[config.mk]
export PLATFORM = sky130hd
export DESIGN_NAME = word_aligned_gap_packer
export DESIGN_NICKNAME = d
export VERILOG_FILES = /design/src/rtl/wagp_pkg.sv /design/src/rtl/wagp_window_engine.sv /design/src/rtl/word_aligned_gap_packer.sv
export VERILOG_INCLUDE_DIRS = /design/src /design/src/rtl
export SDC_FILE = /design/constraint.sdc
export NUM_CORES = 2
export LEC_CHECK = 0
export BUFFER_PORTS_ARGS = -buffer_cell sky130_fd_sc_hd__buf_4
export CORE_MARGIN = 3
export CORE_UTILIZATION = 38
export CTS_CLUSTER_SIZE = 8
export DETAILED_ROUTE_END_ITERATION = 6
export GPL_TIMING_DRIVEN = 0
export RECOVER_POWER = 25
export SYNTH_ARGS = -nofsm -noshare
export SYNTH_HDL_FRONTEND = slang
export SYNTH_SLANG_ARGS = --single-unit
export TNS_END_PERCENT = 1
[constraint.sdc]
create_clock -name clk -period 9.6 [get_ports clk]
set_input_delay 1.92 -clock clk [delete_from_list [all_inputs] [get_ports clk]]
set_output_delay 1.92 -clock clk [all_outputs]
set_load 0.01 [all_outputs]
[src/rtl/assert_macros.svh]
// assertion macros used by the top-level rtl file
`ifndef ASSERT_MACROS_SVH
`define ASSERT_MACROS_SVH

// property that holds at every clock edge out of reset
`define WAGP_ASSERT(label, prop) \
    label: assert property (@(posedge clk) disable iff (!rst_n) (prop)) \
        else $error("assertion failed");

// consequent must hold in the cycle after the antecedent
`define WAGP_ASSERT_NEXT(label, ante, cons) \
    label: assert property (@(posedge clk) disable iff (!rst_n) (ante) |=> (cons)) \
        else $error("assertion failed");

`endif

[src/rtl/wagp_pkg.sv]
// package with constants, types and width helpers of the gap packer
package wagp_pkg;

    localparam int DEFAULT_WINDOW_DEPTH = 32;
    localparam int WORD_BITS            = 32;
    localparam int PAYLOAD_BITS         = 28;
    localparam int CODE_BITS            = 4;
    localparam int SCAN_TARGET          = 32;

    localparam logic [4:0] WIDTH_WIDE = 5'd28;
    localparam logic [3:0] CODE_WIDE  = 4'd0;

    typedef struct packed {
        logic [WORD_BITS-1:0] gap;
        logic                 list_end;
    } in_item_t;

    typedef struct packed {
        logic [WORD_BITS-1:0] word;
        logic                 last;
        logic                 ovf;
    } result_t;

    function automatic logic [5:0] bit_length(input logic [WORD_BITS-1:0] v);
        logic [5:0] n;
        n = 6'd0;
        for (int i = 0; i < WORD_BITS; i++)
        begin
            if (v[i])
            begin
                n = 6'(i + 1);
            end
        end
        return n;
    endfunction

    function automatic logic [4:0] round_width(input logic [5:0] bits);
        logic [4:0] w;
        if (bits > 6'd14)
        begin
            w = WIDTH_WIDE;
        end
        else if (bits > 6'd9)
        begin
            w = 5'd14;
        end
        else if (bits > 6'd7)
        begin
            w = 5'd9;
        end
        else if (bits > 6'd5)
        begin
            w = 5'd7;
        end
        else if (bits == 6'd0)
        begin
            w = 5'd1;
        end
        else
        begin
            w = bits[4:0];
        end
        return w;
    endfunction

    function automatic logic [4:0] gaps_per_word(input logic [4:0] w);
        logic [4:0] n;
        case (w)
            5'd1:    n = 5'd28;
            5'd2:    n = 5'd14;
            5'd3:    n = 5'd9;
            5'd4:    n = 5'd7;
            5'd5:    n = 5'd5;
            5'd7:    n = 5'd4;
            5'd9:    n = 5'd3;
            5'd14:   n = 5'd2;
            default: n = 5'd1;
        endcase
        return n;
    endfunction

endpackage

[src/rtl/wagp_window_engine.sv]
// gap window memory with the scan and pack sequencer
module wagp_window_engine #(
    parameter int WINDOW_DEPTH = wagp_pkg::DEFAULT_WINDOW_DEPTH
) (
    input  logic               clk,
    input  logic               rst_n,
    input  logic               in_valid,
    output logic               in_ready,
    input  wagp_pkg::in_item_t in_item,
    output logic               res_valid,
    input  logic               res_ready,
    output wagp_pkg::result_t  res
);
    import wagp_pkg::*;

    localparam int AW = $clog2(WINDOW_DEPTH);
    localparam int CW = $clog2(WINDOW_DEPTH + 1);
    localparam int SW = CW + 1;
    localparam int PW = 6 + CW;

    typedef enum logic [4:0] {
        S_IDLE  = 5'b00001,
        S_START = 5'b00010,
        S_SCAN  = 5'b00100,
        S_PACK  = 5'b01000,
        S_EMIT  = 5'b10000
    } state_t;

    state_t               state_reg, state_next;
    logic [AW-1:0]        head_reg, head_next;
    logic [CW-1:0]        count_reg, count_next;
    logic                 end_reg, end_next;
    logic [CW-1:0]        k_reg, k_next;
    logic [5:0]           maxb_reg, maxb_next;
    logic [4:0]           width_reg, width_next;
    logic [CW-1:0]        take_reg, take_next;
    logic [CW-1:0]        idx_reg, idx_next;
    logic [5:0]           pos_reg, pos_next;
    logic [WORD_BITS-1:0] word_reg, word_next;
    logic                 ovf_reg, ovf_next;

    logic [WORD_BITS-1:0] mem [WINDOW_DEPTH];
    logic [WORD_BITS-1:0] rdata_reg;
    logic [AW-1:0]        rd_addr;
    logic [AW-1:0]        wr_addr;
    logic                 wr_en;

    logic [5:0]           gap_bits;
    logic [5:0]           maxb_new;
    logic [CW-1:0]        k_inc;
    logic [PW-1:0]        prod;
    logic                 reached;
    logic                 scan_last;
    logic [4:0]           w_new;
    logic [CW-1:0]        n_new;
    logic [WORD_BITS-1:0] mask;
    logic [WORD_BITS-1:0] masked;
    logic [CW-1:0]        idx_inc;

    function automatic logic [AW-1:0] wrap_idx(input logic [AW-1:0] base,
                                               input logic [CW-1:0] off);
        logic [SW-1:0] s;
        s = SW'(base) + SW'(off);
        if (s >= SW'(WINDOW_DEPTH))
        begin
            s = s - SW'(WINDOW_DEPTH);
        end
        return s[AW-1:0];
    endfunction

    // scan and pack step on the entry in rdata_reg
    always_comb
    begin
        gap_bits  = bit_length(rdata_reg);
        if (gap_bits == 6'd0)
        begin
            gap_bits = 6'd1;
        end
        maxb_new  = (gap_bits > maxb_reg) ? gap_bits : maxb_reg;
        k_inc     = k_reg + CW'(1);
        prod      = PW'(maxb_new) * PW'(k_inc);
        reached   = prod >= PW'(SCAN_TARGET);
        scan_last = k_inc == count_reg;
        w_new     = round_width(maxb_new);
        n_new     = CW'(gaps_per_word(w_new));
        mask      = (32'h1 << width_reg) - 32'h1;
        masked    = rdata_reg & mask;
        idx_inc   = idx_reg + CW'(1);
    end

    always_comb
    begin
        state_next = state_reg;
        head_next  = head_reg;
        count_next = count_reg;
        end_next   = end_reg;
        k_next     = k_reg;
        maxb_next  = maxb_reg;
        width_next = width_reg;
        take_next  = take_reg;
        idx_next   = idx_reg;
        pos_next   = pos_reg;
        word_next  = word_reg;
        ovf_next   = ovf_reg;
        rd_addr    = head_reg;
        wr_addr    = wrap_idx(head_reg, count_reg);
        wr_en      = 1'b0;
        in_ready   = 1'b0;
        res_valid  = 1'b0;

        unique case (state_reg)
            S_IDLE:
            begin
                in_ready = 1'b1;
                if (in_valid)
                begin
                    if (count_reg < CW'(WINDOW_DEPTH))
                    begin
                        wr_en      = 1'b1;
                        count_next = count_reg + CW'(1);
                    end
                    end_next   = in_item.list_end;
                    state_next = S_START;
                end
            end
            S_START:
            begin
                k_next    = '0;
                maxb_next = 6'd0;
                if (count_reg == '0)
                begin
                    state_next = S_IDLE;
                end
                else
                begin
                    state_next = S_SCAN;
                end
            end
            S_SCAN:
            begin
                maxb_next = maxb_new;
                if (reached || (scan_last && (end_reg || count_reg == CW'(WINDOW_DEPTH))))
                begin
                    width_next = w_new;
                    take_next  = (n_new < count_reg) ? n_new : count_reg;
                    idx_next   = '0;
                    pos_next   = 6'(CODE_BITS);
                    word_next  = {28'd0, (w_new == WIDTH_WIDE) ? CODE_WIDE : w_new[3:0]};
                    ovf_next   = 1'b0;
                    state_next = S_PACK;
                end
                else if (scan_last)
                begin
                    state_next = S_IDLE;
                end
                else
                begin
                    k_next  = k_inc;
                    rd_addr = wrap_idx(head_reg, k_inc);
                end
            end
            S_PACK:
            begin
                word_next = word_reg | (masked << pos_reg[4:0]);
                ovf_next  = ovf_reg | (|rdata_reg[WORD_BITS-1:PAYLOAD_BITS]);
                pos_next  = pos_reg + 6'(width_reg);
                idx_next  = idx_inc;
                rd_addr   = wrap_idx(head_reg, idx_inc);
                if (idx_inc == take_reg)
                begin
                    state_next = S_EMIT;
                end
            end
            S_EMIT:
            begin
                res_valid = 1'b1;
                if (res_ready)
                begin
                    head_next  = wrap_idx(head_reg, take_reg);
                    count_next = count_reg - take_reg;
                    state_next = S_START;
                end
            end
            default:
            begin
                state_next = S_IDLE;
            end
        endcase
    end

    assign res.word = word_reg;
    assign res.last = end_reg && (count_reg == take_reg);
    assign res.ovf  = ovf_reg;

    always_ff @(posedge clk or negedge rst_n)
    begin
        if (!rst_n)
        begin
            state_reg <= S_IDLE;
            head_reg  <= '0;
            count_reg <= '0;
            end_reg   <= 1'b0;
            k_reg     <= '0;
            maxb_reg  <= '0;
            width_reg <= 5'd1;
            take_reg  <= '0;
            idx_reg   <= '0;
            pos_reg   <= '0;
        end
        else
        begin
            state_reg <= state_next;
            head_reg  <= head_next;
            count_reg <= count_next;
            end_reg   <= end_next;
            k_reg     <= k_next;
            maxb_reg  <= maxb_next;
            width_reg <= width_next;
            take_reg  <= take_next;
            idx_reg   <= idx_next;
            pos_reg   <= pos_next;
        end
    end

    always_ff @(posedge clk)
    begin
        word_reg <= word_next;
        ovf_reg  <= ovf_next;
    end

    // window memory, one write and one registered read port
    always_ff @(posedge clk)
    begin
        if (wr_en)
        begin
            mem[wr_addr] <= in_item.gap;
        end
        rdata_reg <= mem[rd_addr];
    end

endmodule

[src/rtl/word_aligned_gap_packer.sv]
// top level of the word-aligned gap packer
// usage:
//   s_axis takes postings: tdata doc number, tuser list start, tlast list end.
//   m_axis gives packed words: tdata width code and gaps, tlast last word of
//   a list, tuser overflow (a gap wider than 28 bits was truncated).
//   one posting is taken at a time; s_axis_tready drops while the window is
//   scanned and the posting's words are formed.
// sequence:
//   a posting is accepted, then the window scan restarts; each word then
//   scans s gaps to pick the width (at most the window fill), packs t gaps
//   (at most 28) and is emitted. every posting rescans the window from its
//   oldest gap through the single read port. a posting that completes no
//   word returns to ready after the scan.
// reset:
//   clears the previous doc number, the window pointers and the output valid.
// stalls:
//   a finished word waits in the output register; the next word waits in the
//   engine until it is taken, and postings are taken again once the window
//   has no complete word left.
`include "assert_macros.svh"

module word_aligned_gap_packer #(
    parameter int WINDOW_DEPTH = wagp_pkg::DEFAULT_WINDOW_DEPTH
) (
    input  logic        clk,
    input  logic        rst_n,
    input  logic        s_axis_tvalid,
    output logic        s_axis_tready,
    input  logic [31:0] s_axis_tdata,  // doc_id
    input  logic        s_axis_tuser,  // list_start
    input  logic        s_axis_tlast,  // list_end
    output logic        m_axis_tvalid,
    input  logic        m_axis_tready,
    output logic [31:0] m_axis_tdata,  // packed_word
    output logic        m_axis_tuser,  // overflow
    output logic        m_axis_tlast   // last_word
);
    import wagp_pkg::*;

    logic [WORD_BITS-1:0] prev_doc_reg;
    in_item_t             in_item;
    logic                 in_accept;
    logic                 res_valid;
    logic                 res_ready;
    result_t              res;
    logic                 load;
    logic                 m_valid_reg;
    result_t              m_res_reg;

    assign in_accept    = s_axis_tvalid && s_axis_tready;
    assign in_item.gap  = s_axis_tdata - (s_axis_tuser ? 32'd0 : prev_doc_reg);
    assign in_item.list_end = s_axis_tlast;

    always_ff @(posedge clk or negedge rst_n)
    begin
        if (!rst_n)
        begin
            prev_doc_reg <= '0;
        end
        else if (in_accept)
        begin
            prev_doc_reg <= s_axis_tdata;
        end
    end

    wagp_window_engine #(
        .WINDOW_DEPTH(WINDOW_DEPTH)
    ) u_engine (
        .clk      (clk),
        .rst_n    (rst_n),
        .in_valid (s_axis_tvalid),
        .in_ready (s_axis_tready),
        .in_item  (in_item),
        .res_valid(res_valid),
        .res_ready(res_ready),
        .res      (res)
    );

    // output register
    assign res_ready = !m_valid_reg || m_axis_tready;
    assign load      = res_valid && res_ready;

    always_ff @(posedge clk or negedge rst_n)
    begin
        if (!rst_n)
        begin
            m_valid_reg <= 1'b0;
        end
        else if (res_ready)
        begin
            m_valid_reg <= res_valid;
        end
    end

    always_ff @(posedge clk)
    begin
        if (load)
        begin
            m_res_reg <= res;
        end
    end

    assign m_axis_tvalid = m_valid_reg;
    assign m_axis_tdata  = m_res_reg.word;
    assign m_axis_tlast  = m_res_reg.last;
    assign m_axis_tuser  = m_res_reg.ovf;

    `WAGP_ASSERT_NEXT(a_res_hold, res_valid && !res_ready, res_valid && $stable(res))
    `WAGP_ASSERT_NEXT(a_one_item, in_accept, !s_axis_tready)
    `WAGP_ASSERT_NEXT(a_out_drain, m_axis_tvalid && m_axis_tready && !load, !m_axis_tvalid)

endmodule
* Word level (Yosys, flattened, before mapping) *
Memories as Yosys holds them, arrays and structs flattened. A register that Yosys moved wholly into a read port is not among the register bits.
Index checks and enable logic that the tools add are counted.
Widths: inputs -> output; s select.

cells by class
  bitwise operators = 3
  equal/unequal tests = 18
  muxes and demuxes = 80
  $lt $le $gt $ge = 12
  multiply operators = 1
  shifts and indexed selects = 2
  reductions and logical operators = 22
  add/subtract/negate cells = 15

operator list
  cell                   number
  $mux 6                 41
  $mux 5                 17
  $mux 32                2
  $pmux 32 s2            1
  $pmux 6 s2             5
  $and 32x32->32         1
  $or 32x32->32          1
  $shl 1x5->32 const A   1
  $shl 32x5->32          1
  $sub 32x1->32 const B  1
  $sub 32x32->32         1
  $add 5x6->7            4
  $ge 7x6->1 const B     4
  $pmux 5 s5             1
  $sub 5x1->5 const B    4
  $add 6x1->6 const B    3
  $eq 6x6->1             3
  $logic_not 6->1        3
  $ge 12x6->1 const B    1
  $gt 6x3->1 const B     2
  $gt 6x4->1 const B     2
  $mul 6x6->12           1
  $eq 5x5->1 const B     2
  $pmux 5 s2             1
  other kinds (26)       50

storage, ports and cells
  bits in read-only memories = 80
  bits in writable memories = 1,024
  word-level logic and storage cells = 172
  input port bits = 38
  flip-flop bits (word level) = 152
  memories kept = 2

memories
  memory           words  bits a word  rd ports  clocked after memory_dff  wr ports  line                      text
  u_engine.mem     32     32           1         1                         1         wagp_window_engine.sv:42  logic [WORD_BITS-1:0] mem [WINDOW_DEPTH];
  (no name shown)  16     5            1         0                         0         wagp_pkg.sv:68            case (w)

* Logic depth before layout (Yosys ltp) *
  depth after elaboration = 46
  gate-level depth with buffers = 40
  gate-level depth less buffers = 32

* By module *
Synthesis repeated with hierarchy kept, for this count alone.

second synthesis, totals
  cell total of the unflattened synthesis = 4,244
  area, all modules = 53,535.1 µm²

modules (own cells, without submodules)
  module                   area an instance (µm²)  cells an instance  instances
  wagp_window_engine       49,342.3                3,848              1
  word_aligned_gap_packer  4,192.8                 396                1

* Worst setup path before layout *
Ideal clock, no wire load.

  kind = register to register
  start = reg u_engine.rdata_reg[23] (read register of u_engine.mem)
  end = reg u_engine.rdata_reg[11] (read register of u_engine.mem)
  arrival time = 8.153 ns
  setup slack = 1.344 ns
  stages on the path, launching flop included = 33
  period minus slack after synthesis = 8.256 ns
  path through = dfxtp_1 > or4_1 > or4_1 > nor2b_1 > ha_1 > and3_1 > o21ai_0 > nand3b_1 > o211ai_1 > clkbuf_1 > mux2i_1 > nor2_1 > fa_1 > fa_1 > inv_1 > fa_1 > inv_1 > ha_1 > clkbuf_1 > or4b_2 > nand4_1 > a2111oi_2 > and4b_1 > buf_4 > and3_1 > o211ai_2 > buf_2 > clkbuf_1 > nand2_1 > o22ai_1 > nor3_1 > o22a_1 > a2111oi_2

between the ends
  word-level cells in the longest chain between the ends = 18

RTL lines
  element                 line                       text
  start, declared         wagp_window_engine.sv:43   logic [WORD_BITS-1:0] rdata_reg;
  $mux 6 * (9 in series)  wagp_pkg.sv:29             if (v[i])
  $logic_not 6->1         wagp_window_engine.sv:75   if (gap_bits == 6'd0)
  $mux 6 *                wagp_window_engine.sv:75
  $gt 6x6->1              wagp_window_engine.sv:79   maxb_new = (gap_bits > maxb_reg) ? gap_bits : maxb_reg;
  $mux 6 *                wagp_window_engine.sv:79
  $mul 6x6->12 *          wagp_window_engine.sv:81   prod = PW'(maxb_new) * PW'(k_inc);
  $ge 12x6->1 *           wagp_window_engine.sv:82   reached = prod >= PW'(SCAN_TARGET);
  $logic_or 1x1->1 *      wagp_window_engine.sv:142  if (reached || (scan_last && (end_reg || count_reg == CW'(WINDOW_DEPTH))))
  $mux 5 *                wagp_window_engine.sv:142
  $pmux 5 s2 *            wagp_window_engine.sv:111  unique case (state_reg)

Mark *: on every way between the ends. The rest lies on a longest branch, timed or not.
A chain may end at the register's enable or synchronous reset.

* Final worst setup path *
  start = reg u_engine.rdata_reg[15] (read register of u_engine.mem)
  end = reg u_engine.rdata_reg[27] (read register of u_engine.mem)

between the ends
  word-level cells in the longest chain between the ends = 26

RTL lines
  element                  line
  $mux 6 * (17 in series)  wagp_pkg.sv:29
  $logic_not 6->1          wagp_window_engine.sv:75
  $mux 6 *                 wagp_window_engine.sv:75
  $gt 6x6->1               wagp_window_engine.sv:79
  $mux 6 *                 wagp_window_engine.sv:79
  $mul 6x6->12 *           wagp_window_engine.sv:81
  $ge 12x6->1 *            wagp_window_engine.sv:82
  $logic_or 1x1->1 *       wagp_window_engine.sv:142
  $mux 5 *                 wagp_window_engine.sv:142
  $pmux 5 s2 *             wagp_window_engine.sv:111

Marks and branches as above.

==> results.txt <==
The flow ran to the end, but the final reports show violations. The checks that failed: max-capacitance violations, max-slew violations. Excluding fillers, the count of instances in the completed layout stands at 6426. Of the cells placed in the final design, the portion with a size suffix greater than 1 is 14.7%. TritonCTS built the clock tree.

The cell area that synthesis handed to floorplanning was 53700 um2. Sorting the synthesized cells by how often they occur yields 1091 x edfxtp_1, 628 x nand2_1, 256 x nor2_1. Number of port buffers: 73. The register with the most flip-flops in the layout has 1024 of them. Maximum net fanout on the critical path: 10. In the post-synthesis netlist, the cell with the most instances is edfxtp_1. Placer congestion estimate: 0.889. STA classifies the critical path endpoint as a register. Critical path class: reg2reg. 74 I/O pins were placed. For this run, asynchronously set or reset flops after synthesis account for 6.96%.

The number of routed nets with antenna violations came out at 0. The clock transition at the registers of the reported paths works out to 0.05 ns. The largest register by flop count was u_engine.mem. The mean instance size in the synthesized netlist was 12.9 um2; the initial core utilization was 38.4%. Cells fill 45.6% of the core in the end. For the number of distinct library cells after synthesis, the log shows 89. Setup violation total in the final timing report: 0. Yosys printed 0 warnings. The total number of vias is 36.1k. The logs give 3938 for the number of DRC violations after detailed-routing iteration 0 and 4 for the H-tree depth. After layout, the minimum clock period comes to 9.26 ns.

The critical path depth works out to 35. The worst setup path is launched from a register. Clock latency on the worst-skew pair: 0.78 ns. The path class of the tightest hold or removal check is reg2reg.

The count of filler cells inserted in the layout came out at 12.5k. The total die area is 146000 um2, and the post-synthesis register bit count is 1207. Of the post-synthesis cell area, the dominant cell type holds 61.0%. After the last flow step, the layout net total stands at 4644. The die span in x is 382 um, and the post-synthesis cell count is 4166.

The power density relative to cell area was 346 nW/um2. Entering global routing, the biggest net connects 85 pins. In the final layout, flip-flops and latches occupy 35500 um2.

The worst reg-to-reg setup slack was 0.34 ns. Slowest stage cell on the critical path: or4_1. The required time of the critical path is 10.20 ns.

The run gives 66.1% as the share of synthesized area occupied by flip-flops and latches. The delay of the slowest cell on the worst path came out at 0.61 ns. In this run the standard cell core region covers 140000 um2. Ratio of final minimum period to clock period: 96.5%.

The number of hold violations in the final report was 0; the global-route congestion overflow total was 0. Relative to the synthesized area, the layout overhead comes to 18.8%. Wires add up to 155 mm. The tools report the number of buffers added by the clock tree synthesis step as 169. The family of cells with the greatest summed delay on the critical path is simple AND/OR/NAND/NOR gates. The first detailed-routing pass took 7 iterations. The data arrival at the endpoint of the critical path came out at 9.86 ns.

For this run, the leading register cell type out of synthesis is edfxtp_1. The startpoint identified for the worst hold timing path is u_engine.word_reg[30]$_SDFFCE_PN0P_. Counting every sink on the clock net gives 1207. Derived from the worst setup path, the maximum achievable clock frequency is 108 MHz. The depth of the most critical reg-to-reg path is 35, and the die height is 382 um. The pin slew with the least headroom to its limit was 5.38 ns; the worst-case headroom to the max-slew limit was -259%. The run gives 13 as the number of max-capacitance violations reported.

The via density per instance works out to 5.62. The end of the worst register-to-register path is u_engine.rdata_reg[27]$_DFF_P_. In this run the critical register-to-register path is launched from u_engine.rdata_reg[15]$_DFF_P_. The hold path endpoint was m_axis_tdata[30]$_DFFE_PP_. The number of global-route vias before repair came out at 35.3k.

The logs give 0.000209 V for the worst vdd rail ir drop and 3 for the number of buffers between clock root and the deepest sink. The floorplan has 137 rows. In the global route stage, overall resource usage came out at 20.9%. The area of combinational cells with multiple inputs was 18000 um2; the synthesized netlist net count was 4325. The number of buffers and inverters on the critical path is 7. The first global-routing pass estimated 230 mm of wire.

In this run, synthesis inferred 1091 flip-flops with an integrated enable. In the post-synthesis netlist, the biggest area contributors are edfxtp_1 61%, nand2_1 4.4%, mux2i_1 4.3%. The biggest area consumer among synthesized cells is edfxtp_1. Summed over all cells, the static leakage comes to 22.2 nW. For the initial antenna violation count, the log shows 7. The cell sitting at the root of the clock tree is a clkbuf_16. The worst hold path passes through 0 cells. Counting tap cells, the placed design contains a total of 6181 instances.

For the final database, setup skew stands at 0.0447 ns. In the routed design, unresolved DRC markers number 0. The HPWL after detailed placement is 110 mm. The final max-slew violation count came out at 328. The final routed wire length divided by cell count came out at 24.2 um.
==> power breakdown <==
group | total (W) | internal, W | switching, W
Sequential | 0.00729 | 0.00701 | 0.000277
Clock | 0.00543 | 0.00324 | 0.00219
Combinational | 0.00934 | 0.00317 | 0.00617
==> worst max path at each step <==
stage               slack (ns)                        endpoint                      startpoint
floorplan                 1.34  u_engine.rdata_reg[11]$_DFF_P_  u_engine.rdata_reg[23]$_DFF_P_
global placement         -1.94  u_engine.rdata_reg[27]$_DFF_P_   u_engine.rdata_reg[7]$_DFF_P_
detailed placement       -2.10  u_engine.rdata_reg[28]$_DFF_P_   u_engine.rdata_reg[7]$_DFF_P_
CTS                      -0.07  u_engine.rdata_reg[27]$_DFF_P_  u_engine.rdata_reg[23]$_DFF_P_
global route            -0.004  u_engine.rdata_reg[22]$_DFF_P_  u_engine.rdata_reg[23]$_DFF_P_
finish                    0.34  u_engine.rdata_reg[27]$_DFF_P_  u_engine.rdata_reg[15]$_DFF_P_
==> cells in the final DEF, fill, tap and decap left out, types with 81 or more instances in the layout <==
| master | count |
|---|---|
| dfrtp_1 | 82 |
| nor2_1 | 234 |
| edfxtp_1 | 1091 |
| nand2_1 | 625 |
| clkbuf_1 | 173 |
| nor3_1 | 87 |
| o21ai_0 | 89 |
| nand3_1 | 174 |
| inv_1 | 81 |
| clkbuf_16 | 172 |
| o22ai_1 | 100 |
| ha_1 | 96 |
| mux2i_1 | 230 |
| a21oi_1 | 221 |
==> kinds of logic (layout without fill, tap and decap cells) <==
kind of cell,Yosys count,after routing,share of synthesized area [%]
adders and majority gates,121,121,3.15
and+or+nand+nor,1435,1435,12.1
AOI/OAI and AO/OA,717,717,9.10
xor gates and xnor gates,75,75,1.29
muxes,293,293,5.73
buffers and inverters,318,699,2.53
DFF,1207,1207,66.1
other,0,3,0
==> stage by stage <==
step                      area [um2]  power [W]  setup slack [ns]  hold WS [ns]  setup TNS [ns]
after floorplan                53700     0.0126              1.34         0.421               0
after global placement         56600     0.0155             -1.94         0.437          -49.89
after detailed placement       58300     0.0160             -2.10         0.439          -54.50
after CTS                      63800     0.0220           -0.0655         0.452          -0.176
after global routing           63800     0.0231          -0.00444         0.459        -0.00444
final                          63800     0.0221             0.339         0.450               0
==> area by class of cell <==
type                            count  share of cell area [%]
Tap cell                         1876                    3.68
Sequential cell                  1207                    55.7
Timing Repair Buffer              150                    2.44
Buffer                            233                    2.06
Clock buffer                      219                    7.04
Inverter                           83                   0.488
Antenna cell                        3                  0.0118
Multi-Input combinational cell   2641                    28.2
Clock inverter                     14                   0.424
==> routing by layer <==
| layer | vias up | global-route usage (%) | share of wire (%) |
|---|---|---|---|
| met5 | - | 0 | 0.017 |
| li1 | 16200 | - | - |
| met2 | 1532 | 34.8 | 48 |
| met1 | 18000 | 27.7 | 41 |
| met3 | 309 | 3.95 | 7.8 |
| met4 | 4 | 6.69 | 3.0 |
==> what timing repair did <==
item,CTS,global route
setup endpoints to repair,32,32
buffers inserted,3,6
gates resized for setup,178,111
gates cloned,0,1
hold buffers,0,0
pin swaps,8,17
Note: power is estimated with default switching activity, not from simulation.
